==> config.mk <==
export PLATFORM = sky130hd
export DESIGN_NAME = iterative_quicksort
export DESIGN_NICKNAME = d
export VERILOG_FILES = /design/src/qs_pkg.sv /design/src/qs_ctrl.sv /design/src/qs_dp.sv /design/src/iterative_quicksort.sv
export SDC_FILE = /design/constraint.sdc
export NUM_CORES = 2
export LEC_CHECK = 0
export ABC_CLOCK_PERIOD_IN_PS = 9300
export BUFFER_PORTS_ARGS = -buffer_cell sky130_fd_sc_hd__buf_2
export CORE_MARGIN = 3
export CORE_UTILIZATION = 40
export CTS_CLUSTER_DIAMETER = 60
export DETAILED_ROUTE_END_ITERATION = 10
export PLACE_DENSITY = 0.58
export SLEW_MARGIN = 0
export SYNTH_ARGS = -nofsm -noshare
export SYNTH_HDL_FRONTEND = slang
export SYNTH_HIERARCHICAL = 1
export SYNTH_SLANG_ARGS = --single-unit
==> constraint.sdc <==
create_clock -name clk -period 9.3 [get_ports clk]
set_clock_uncertainty 0.05 [all_clocks]
set_input_delay 1.86 -clock clk [delete_from_list [all_inputs] [get_ports clk]]
set_output_delay 1.86 -clock clk [all_outputs]
set_load 0.1 [all_outputs]
==> src/qs_pkg.sv <==
// ----------------------------------------------------------------------------
// qs_pkg
// shared constants, controller states and the command/status structs
// ----------------------------------------------------------------------------
package qs_pkg;

  localparam int DEPTH  = 32;
  localparam int IW     = $clog2(DEPTH);
  localparam int CW     = IW + 1;
  localparam int DATA_W = 32;

  typedef enum logic [3:0] {
    ST_LOAD,
    ST_INIT,
    ST_RD_PIV,
    ST_PIV,
    ST_H_RD,
    ST_H_CMP,
    ST_L_RD,
    ST_L_CMP,
    ST_PLACE,
    ST_PUSH_A,
    ST_PUSH_B,
    ST_POP,
    ST_POP_WAIT,
    ST_EMIT_RD,
    ST_EMIT_OUT
  } state_t;

  typedef struct packed {
    logic load;
    logic init;
    logic rd_lo;
    logic latch_pivot;
    logic rd_hi;
    logic hi_dec;
    logic wr_lo;
    logic lo_inc;
    logic wr_hi;
    logic wr_pivot;
    logic push_a;
    logic push_b;
    logic pop;
    logic pop_load;
    logic emit_rd;
    logic emit_adv;
  } cmd_t;

  typedef struct packed {
    logic cnt_lt2;
    logic lo_lt_hi;
    logic ge_pivot;
    logic le_pivot;
    logic stack_empty;
    logic last_emit;
  } status_t;

endpackage

==> src/qs_ctrl.sv <==
// ----------------------------------------------------------------------------
// qs_ctrl
// sequencer for load, partition passes, stack handling and emit
// ----------------------------------------------------------------------------
module qs_ctrl (
  input  logic             clk,
  input  logic             rst,
  input  logic             start,
  input  logic             last,
  input  qs_pkg::status_t  sts,
  output qs_pkg::cmd_t     cmd,
  output logic             busy,
  output logic             res_valid
);
  import qs_pkg::*;

  state_t state, state_next;

  always_ff @(posedge clk) begin
    if (rst) begin
      state <= ST_LOAD;
    end else begin
      state <= state_next;
    end
  end

  always_comb begin
    state_next = state;
    unique case (state)
      ST_LOAD:     if (start && last) state_next = ST_INIT;
      ST_INIT:     state_next = sts.cnt_lt2 ? ST_EMIT_RD : ST_RD_PIV;
      ST_RD_PIV:   state_next = ST_PIV;
      ST_PIV:      state_next = ST_H_RD;
      ST_H_RD:     state_next = sts.lo_lt_hi ? ST_H_CMP : ST_PLACE;
      ST_H_CMP:    state_next = sts.ge_pivot ? ST_H_RD : ST_L_RD;
      ST_L_RD:     state_next = sts.lo_lt_hi ? ST_L_CMP : ST_PLACE;
      ST_L_CMP:    state_next = sts.le_pivot ? ST_L_RD : ST_H_RD;
      ST_PLACE:    state_next = ST_PUSH_A;
      ST_PUSH_A:   state_next = ST_PUSH_B;
      ST_PUSH_B:   state_next = ST_POP;
      ST_POP:      state_next = sts.stack_empty ? ST_EMIT_RD : ST_POP_WAIT;
      ST_POP_WAIT: state_next = ST_RD_PIV;
      ST_EMIT_RD:  state_next = ST_EMIT_OUT;
      ST_EMIT_OUT: state_next = sts.last_emit ? ST_LOAD : ST_EMIT_RD;
      default:     state_next = ST_LOAD;
    endcase
  end

  always_comb begin
    cmd       = '0;
    busy      = 1'b1;
    res_valid = 1'b0;
    unique case (state)
      ST_LOAD: begin
        busy     = 1'b0;
        cmd.load = start;
      end
      ST_INIT:     cmd.init = 1'b1;
      ST_RD_PIV:   cmd.rd_lo = 1'b1;
      ST_PIV:      cmd.latch_pivot = 1'b1;
      ST_H_RD:     cmd.rd_hi = sts.lo_lt_hi;
      ST_H_CMP: begin
        cmd.hi_dec = sts.ge_pivot;
        cmd.wr_lo  = !sts.ge_pivot;
      end
      ST_L_RD:     cmd.rd_lo = sts.lo_lt_hi;
      ST_L_CMP: begin
        cmd.lo_inc = sts.le_pivot;
        cmd.wr_hi  = !sts.le_pivot;
      end
      ST_PLACE:    cmd.wr_pivot = 1'b1;
      ST_PUSH_A:   cmd.push_a = 1'b1;
      ST_PUSH_B:   cmd.push_b = 1'b1;
      ST_POP:      cmd.pop = !sts.stack_empty;
      ST_POP_WAIT: cmd.pop_load = 1'b1;
      ST_EMIT_RD:  cmd.emit_rd = 1'b1;
      ST_EMIT_OUT: begin
        cmd.emit_adv = 1'b1;
        res_valid    = 1'b1;
      end
      default: busy = 1'b1;
    endcase
  end

endmodule

==> src/qs_dp.sv <==
// ----------------------------------------------------------------------------
// qs_dp
// element store, bound stack, range pointers and compare logic
// ----------------------------------------------------------------------------
module qs_dp (
  input  logic                              clk,
  input  logic                              rst,
  input  qs_pkg::cmd_t                      cmd,
  input  logic signed [qs_pkg::DATA_W-1:0]  value,
  output qs_pkg::status_t                   sts,
  output logic signed [qs_pkg::DATA_W-1:0]  rdata
);
  import qs_pkg::*;

  logic signed [DATA_W-1:0] mem [DEPTH];
  logic [2*IW-1:0]          stk [DEPTH];
  logic [2*IW-1:0]          stk_q;

  logic [CW-1:0]            cnt;
  logic [CW-1:0]            sp;
  logic [IW-1:0]            lo, hi, rlo, rhi, idx;
  logic signed [DATA_W-1:0] pivot;

  logic [CW-1:0]            cnt_m1, sp_m1;
  logic                     rd_en, wr_en, push_ok_a, push_ok_b;
  logic [IW-1:0]            rd_addr, wr_addr;
  logic signed [DATA_W-1:0] wr_data;

  assign cnt_m1    = cnt - 1'b1;
  assign sp_m1     = sp - 1'b1;
  assign push_ok_a = {1'b0, lo} > ({1'b0, rlo} + 1'b1);
  assign push_ok_b = ({1'b0, lo} + 1'b1) < {1'b0, rhi};

  // read port select
  always_comb begin
    rd_en   = cmd.rd_lo | cmd.rd_hi | cmd.emit_rd;
    rd_addr = lo;
    if (cmd.rd_hi) rd_addr = hi;
    else if (cmd.emit_rd) rd_addr = idx;
  end

  // write port select
  always_comb begin
    wr_en   = 1'b0;
    wr_addr = lo;
    wr_data = rdata;
    if (cmd.load) begin
      wr_en   = (cnt < CW'(DEPTH));
      wr_addr = cnt[IW-1:0];
      wr_data = value;
    end else if (cmd.wr_lo) begin
      wr_en = 1'b1;
    end else if (cmd.wr_hi) begin
      wr_en   = 1'b1;
      wr_addr = hi;
    end else if (cmd.wr_pivot) begin
      wr_en   = 1'b1;
      wr_data = pivot;
    end
  end

  always_ff @(posedge clk) begin
    if (wr_en) mem[wr_addr] <= wr_data;
    if (rd_en) rdata <= mem[rd_addr];
  end

  always_ff @(posedge clk) begin
    if (cmd.push_a && push_ok_a) stk[sp[IW-1:0]] <= {rlo, lo - 1'b1};
    if (cmd.push_b && push_ok_b) stk[sp[IW-1:0]] <= {lo + 1'b1, rhi};
    if (cmd.pop) stk_q <= stk[sp_m1[IW-1:0]];
  end

  always_ff @(posedge clk) begin
    if (cmd.latch_pivot) pivot <= rdata;
    if (cmd.init) begin
      lo  <= '0;
      hi  <= cnt_m1[IW-1:0];
      rlo <= '0;
      rhi <= cnt_m1[IW-1:0];
    end else if (cmd.pop_load) begin
      lo  <= stk_q[2*IW-1:IW];
      rlo <= stk_q[2*IW-1:IW];
      hi  <= stk_q[IW-1:0];
      rhi <= stk_q[IW-1:0];
    end else begin
      if (cmd.hi_dec) hi <= hi - 1'b1;
      if (cmd.lo_inc) lo <= lo + 1'b1;
    end
  end

  always_ff @(posedge clk) begin
    if (rst) begin
      cnt <= '0;
      sp  <= '0;
      idx <= '0;
    end else begin
      if (cmd.load && cnt < CW'(DEPTH)) cnt <= cnt + 1'b1;
      if (cmd.init) begin
        sp  <= '0;
        idx <= '0;
      end
      if ((cmd.push_a && push_ok_a) || (cmd.push_b && push_ok_b)) sp <= sp + 1'b1;
      if (cmd.pop) sp <= sp_m1;
      if (cmd.emit_adv) begin
        idx <= idx + 1'b1;
        if (sts.last_emit) cnt <= '0;
      end
    end
  end

  always_comb begin
    sts.cnt_lt2     = (cnt < CW'(2));
    sts.lo_lt_hi    = (lo < hi);
    sts.ge_pivot    = (rdata >= pivot);
    sts.le_pivot    = (rdata <= pivot);
    sts.stack_empty = (sp == '0);
    sts.last_emit   = ({1'b0, idx} == cnt_m1);
  end

endmodule

==> src/iterative_quicksort.sv <==
// ----------------------------------------------------------------------------
// iterative_quicksort
// collects up to DEPTH signed values, sorts them with quicksort, streams out
// ----------------------------------------------------------------------------
// usage:
//   - a transaction is taken at a clock edge with start high and busy low;
//     value is stored, last closes the set (extra values past DEPTH are
//     dropped, a last that comes while full still starts the sort)
//   - loading accepts one transaction per cycle and busy stays low throughout
//   - after last, busy rises; partition passes walk the element store, which
//     has one read port and one write port; each compare step is a read
//     state followed by a compare state
//   - pending ranges live on a bound stack of (low, high) pairs; each pass
//     adds overhead states for pivot read, pivot latch, place, two pushes,
//     pop and reload
//   - results come out on sorted_value with res_valid high for one cycle,
//     each after a store read; final_res marks the last one, then busy drops
//   - the receiver cannot stall, so each result must be taken on its strobe
//   - rst (synchronous) returns the block to loading with an empty set; the
//     store and stack contents are left as they were
// ----------------------------------------------------------------------------
module iterative_quicksort (
  input  logic                              clk,
  input  logic                              rst,
  input  logic                              start,
  output logic                              busy,
  input  logic signed [qs_pkg::DATA_W-1:0]  value,
  input  logic                              last,
  output logic                              res_valid,
  output logic signed [qs_pkg::DATA_W-1:0]  sorted_value,
  output logic                              final_res
);
  import qs_pkg::*;

  cmd_t                     cmd;
  status_t                  sts;
  logic signed [DATA_W-1:0] rdata;
  logic                     strobe;

  // sequencer
  qs_ctrl u_ctrl (
    .clk       (clk),
    .rst       (rst),
    .start     (start),
    .last      (last),
    .sts       (sts),
    .cmd       (cmd),
    .busy      (busy),
    .res_valid (strobe)
  );

  // storage and compare datapath
  qs_dp u_dp (
    .clk   (clk),
    .rst   (rst),
    .cmd   (cmd),
    .value (value),
    .sts   (sts),
    .rdata (rdata)
  );

  // result ports, final flag gated by the strobe
  assign res_valid    = strobe;
  assign sorted_value = rdata;
  assign final_res    = strobe & sts.last_emit;

endmodule

; ---- After elaboration in Yosys (flattened, before gate mapping)
; Memory sizes are Yosys's and may differ from the RTL's. A register that Yosys moved wholly into a read port is not among the register bits.
; Index checks and enable logic that the tools add are counted.
[classes]
n_addsub = 10
order_cmp = 7
n_eq_ne = 16
muxes = 59
bitwise = 4
n_reduce_logical = 15
[op_table]
columns = op, n
row1 = $mux W32, 4
row2 = $mux W5, 14
row3 = $pmux W4 S15, 1
row4 = $mux W6, 6
row5 = $ge A32 B32 Y1, 1
row6 = $le A32 B32 Y1, 1
row7 = $eq A4 B4 Y1 const B, 7
row8 = $mux W1, 23
row9 = $mux W4, 5
row10 = $eq A4 B3 Y1 const B, 4
row11 = $add A5 B1 Y6 const B, 2
row12 = $add A6 B1 Y6 const B, 2
row13 = $sub A6 B1 Y6 const B, 2
row14 = $add A5 B1 Y5 const B, 2
row15 = $mux W10, 1
row16 = $sub A5 B1 Y5 const B, 2
row17 = $eq A4 B2 Y1 const B, 2
row18 = $mux W2, 4
row19 = $eq A5 B6 Y1, 1
row20 = $gt A5 B6 Y1, 1
row21 = $logic_not A6 Y1, 1
row22 = $lt A6 B2 Y1 const B, 1
row23 = $lt A6 B5 Y1, 1
row24 = $lt A6 B6 Y1 const B, 1
row25 = 12 further kinds, 22
[word_totals]
regBits = 73
mem_bits_rw = 1344
input_bits = 36
out_inout_bits = 35
word_cells = 122
mem_count = 2
[memory_table]
columns = name, words, width, rd, rd_ports_with_merged_regs, write_ports, line_no
row1 = u_dp.mem, 32, 32, 1, 1, 1, qs_dp.sv:15  ; logic signed [DATA_W-1:0] mem [DEPTH];
row2 = u_dp.stk, 32, 10, 1, 1, 1, qs_dp.sv:16  ; logic [2*IW-1:0] stk [DEPTH];

; ---- Depth between registers and ports, before layout
[depth]
word_depth = 8
ltp_mapped = 17
depth_no_buf = 15

; ---- Hierarchy
; The synthesis kept the hierarchy.
[modules_own_cells]
columns = module, instances, cells_per_inst, area_each_um2, seq_area_each_um2
row1 = qs_dp, 1, 3709, 59116.7, 43421.6
row2 = qs_ctrl, 1, 65, 445.4, 80.1
row3 = iterative_quicksort, 1, 1, 6.3, 0.0

; ---- Least setup slack after synthesis
; No wires, ideal clock.
[synth_timing]
kind = register to register
startpoint = register u_dp/rdata[1] (netlist name) (read register of u_dp.mem)
endpoint = memory u_dp.mem[4][0] (enable)
setup_time_ns = 0.421
arrival_time_ns = 5.839
required_ns = 8.829
path_slack_ns = 2.989
stages_incl_launch_ff = 15
n_path_buf = 1
period_less_slack_ns = 6.311
cell_sequence = edfxtp_1 > ha_1 > nor2b_1 > o211ai_1 > a21boi_0 > or4b_1 > a2111oi_2 > mux2_2 > nor3_1 > nor2b_1 > buf_2 > mux2i_1 > o21ai_1 > or3b_2 > nor2_1
[synth_lines]
columns = item, line_no
row1 = "start, declared", qs_dp.sv:11  ; output logic signed [qs_pkg::DATA_W-1:0] rdata
row2 = "end, declared", qs_dp.sv:15

==> impl_metrics.toml <==
[critical_path]
path_cells = "ha_1 > nand4_1 > or3_1 > nor4_1 > nand2_1 > o21ai_0 > mux2_2 > nor3_1 > nor2b_1 > a21oi_1 > o21ai_0 > nand3_1 > nor2_4 > buf_4"
worst-path-max-fanout = 18
worst-r2r-cell-count = 14
crit_start = "u_dp/rdata[31]$_DFFE_PP_"
critPathMaxStageDelay_ps = 1160
cpMostUsedCell = "o21ai_0"
critPathLaunchType = "register"
cp-end-kind = "register"
critical_path_class = "reg2reg"
timing.rr.start = "u_dp/rdata[31]$_DFFE_PP_"
cpMaxStageDelayCell = "nor4_1"
arrival_ps = 7560
required_ps = 9670

[drt]
top_layer = "met5"
drt_iter0_markers = 3444
drt_first_pass_iters = 5
finalWirelength_um = 157000
antenna_left = 0
met2_length_um = 74300
wl_met3_um = 11000
route.detailed.wl_per_inst_um = 26.6
drcViolationCount = 0
via_per_inst = 5.61
vias = 33100
wl_met1_um = 66700

[power_and_ir_drop]
p_per_area_mw_per_mm2 = 245
combPwrFrac_pct = 16.0
p_sw_share_pct = 28.0
p_int_w = 0.0119
switching_power_w = 0.00463
sequentialPowerShare_pct = 47.8
cellLeakagePower_nw = 22.3
pwr-share-clk_pct = 36.2
peakVddDrop_uv = 165

[global_route]
grt_first_pass_wirelength_um = 228000
overflow = 0
grt_start_max_net_pins = 159
grt_pass1_vias = 32500
antenna_found_initial = 8
grtUsageTotal_pct = 20.4

[synth]
synth_nets = 3867
synth_cell_types = 65
postSynthRegisterBits = 1459
synth_edf_count = 1428
synthTopCellsByArea = "edfxtp_1 (72%), mux2i_1 (7.3%), mux4_2 (3.8%)"
yosys-top-cells-count = "edfxtp_1 (1,428), nand2_1 (589), mux2i_1 (432), a21oi_1 (304), o32ai_1 (128)"
syn_area_mm2 = 0.0596
postSynth.asyncResetShare_pct = 0
yosys.area.top_type = "edfxtp_1"
syn_inst = 3775
yosys.cell_count.top_type = "edfxtp_1"
ys.flop_type = "edfxtp_1"
syn_area_per_cell_um2 = 15.8
synth_warnings = 6
synth_seq_area_share_pct = 73.0
yosysTopAreaCellShare_pct = 72.0

[die]
num_io_pins = 71
design.die.area_mm2 = 0.154
fp.coreArea_mm2 = 0.147
die_w_um = 392
die_y_um = 392
rows = 140
initial_core_util_pct = 40.6

[layout]
instances_no_fill = 5896
fin_util_pct = 46.0
drive_gt1_share_pct = 15.0
multiInputGateArea_mm2 = 0.0154
syn2layout_area_growth_pct = 13.4
fillers = 12600
nets = 3961
regArea_mm2 = 0.0435

[clocking]
cts_made_buffers = 153
cts_hold_buf = 0
clk_latency_ps = 790
clock-sinks = 1459
clockRootBuffer = "clkbuf_16"
post_cts_buffers = 0
cts_tree = "yes"
ctsResizeCount = 0
htreeDepth = 4
path_clk_slew_ps = 60
clk_path_buf_depth = 3

[hold_path]
min_from = "u_dp/rlo[4]$_SDFFE_PP0P_"
hold_path_depth = 2
min_path_type = "reg2reg"

[timing]
worst_pin_slew_ps = 1370
hold_violations = 0
period_share_pct = 77.3
grt_setup_unrepaired = "false"
final-setup-viol-count = 0
finalWorstSetupSlack_ps = 2110
period_needed_ps = 7190
hold_slack_ps = 447
drv_slew = 0
timing.setup.tns_ps = 0
fmax_ghz = 0.139
slew_headroom_pct = 7.82

[placement]
hpwl_um = 93600
io_buffers = 70
place.gp.congestion = 0.834
placedCellCount = 5631
place_ws_ps = 2260

[run_status]
outcome = "finished, final reports clean"

[flow_run]
maxCapViolations = 0
==> cells in the final DEF, fill, tap and decap left out, types with 30 or more instances in the layout <==
master     instances
clkbuf_16        155
a21oi_1          300
o32ai_1          128
mux2i_1          432
nor4_1            35
edfxtp_1        1428
nand2_1          584
inv_1             57
ha_1              55
buf_4             82
mux4_2           100
nor2_4            32
dfxtp_1           30
buf_2             70
nor2_1            94
==> flip-flops by register name, indices dropped and copies added, names as in the netlist <==
register	cells
u_dp/sp	6
u_dp/hi	5
u_dp/idx	5
u_dp/rlo	5
u_dp/lo	5
u_dp/stk_q	10
u_dp/rdata	32
u_ctrl/state	4
u_dp/stk	320
u_dp/pivot	32
u_dp/rhi	5
u_dp/mem	1024
u_dp/cnt	6
==> final timing paths <==
kind | to | slack [ps]
max | u_dp/mem[26][18]$_DFFE_PP_ | 2110
min reg2reg | u_dp/rlo[4]$_SDFFE_PP0P_ | 450
min | u_dp/rlo[4]$_SDFFE_PP0P_ | 450
max reg2reg | u_dp/mem[26][18]$_DFFE_PP_ | 2110
==> critical path: cells and delay by family (launching register included) <==
kind,cells,cell delay [ps]
and+or+nand+nor,8,4330
DFF,1,430
buffers and inverters,1,480
muxes,1,250
AOI/OAI and AO/OA,3,840
adders and majority gates,1,420
==> cell families after synthesis <==
group,synth area share [%]
compound gates,5.47
fa+ha+maj,1.18
flops,73.0
simple gates,6.12
buf+inv,2.25
xor+xnor,0.485
mux,11.5
==> stage by stage <==
stage,area [um2],power [W]
3_5_place_dp,62600,0.0107
6_report,67500,0.0166
2_1_floorplan,59600,0.00960
4_1_cts,67500,0.0167
3_3_place_gp,62600,0.0107
5_1_grt,67500,0.0171
==> area by class of cell <==
type                            instances  area share, %
Sequential cell                      1459           64.4
Clock inverter                         83           1.42
Inverter                               57          0.317
Antenna cell                            2        0.00741
Clock buffer                          180           5.88
Timing Repair Buffer                  159           1.64
Tap cell                             1917           3.55
Multi-Input combinational cell       2039           22.8
==> power groups by stage <==
| stage | registers (W) | clock network, W | logic, W |
|---|---|---|---|
| after global placement | 0.00805 | 0 | 0.00266 |
| after floorplan | 0.00817 | 0 | 0.00142 |
| after CTS | 0.00791 | 0.00612 | 0.00267 |
| final | 0.00791 | 0.00599 | 0.00266 |
| after detailed placement | 0.00805 | 0 | 0.00267 |
| after global routing | 0.00792 | 0.00638 | 0.00283 |
==> layer usage <==
| metal | track usage, % | vias up |
|---|---|---|
| li1 | - | 14700 |
| met1 | 28.2 | 16900 |
| met2 | 32.3 | 1177 |
| met3 | 4.06 | 230 |
| met4 | 6.90 | 2 |
| met5 | 0 | - |
Power figures use the tool's default switching activity.
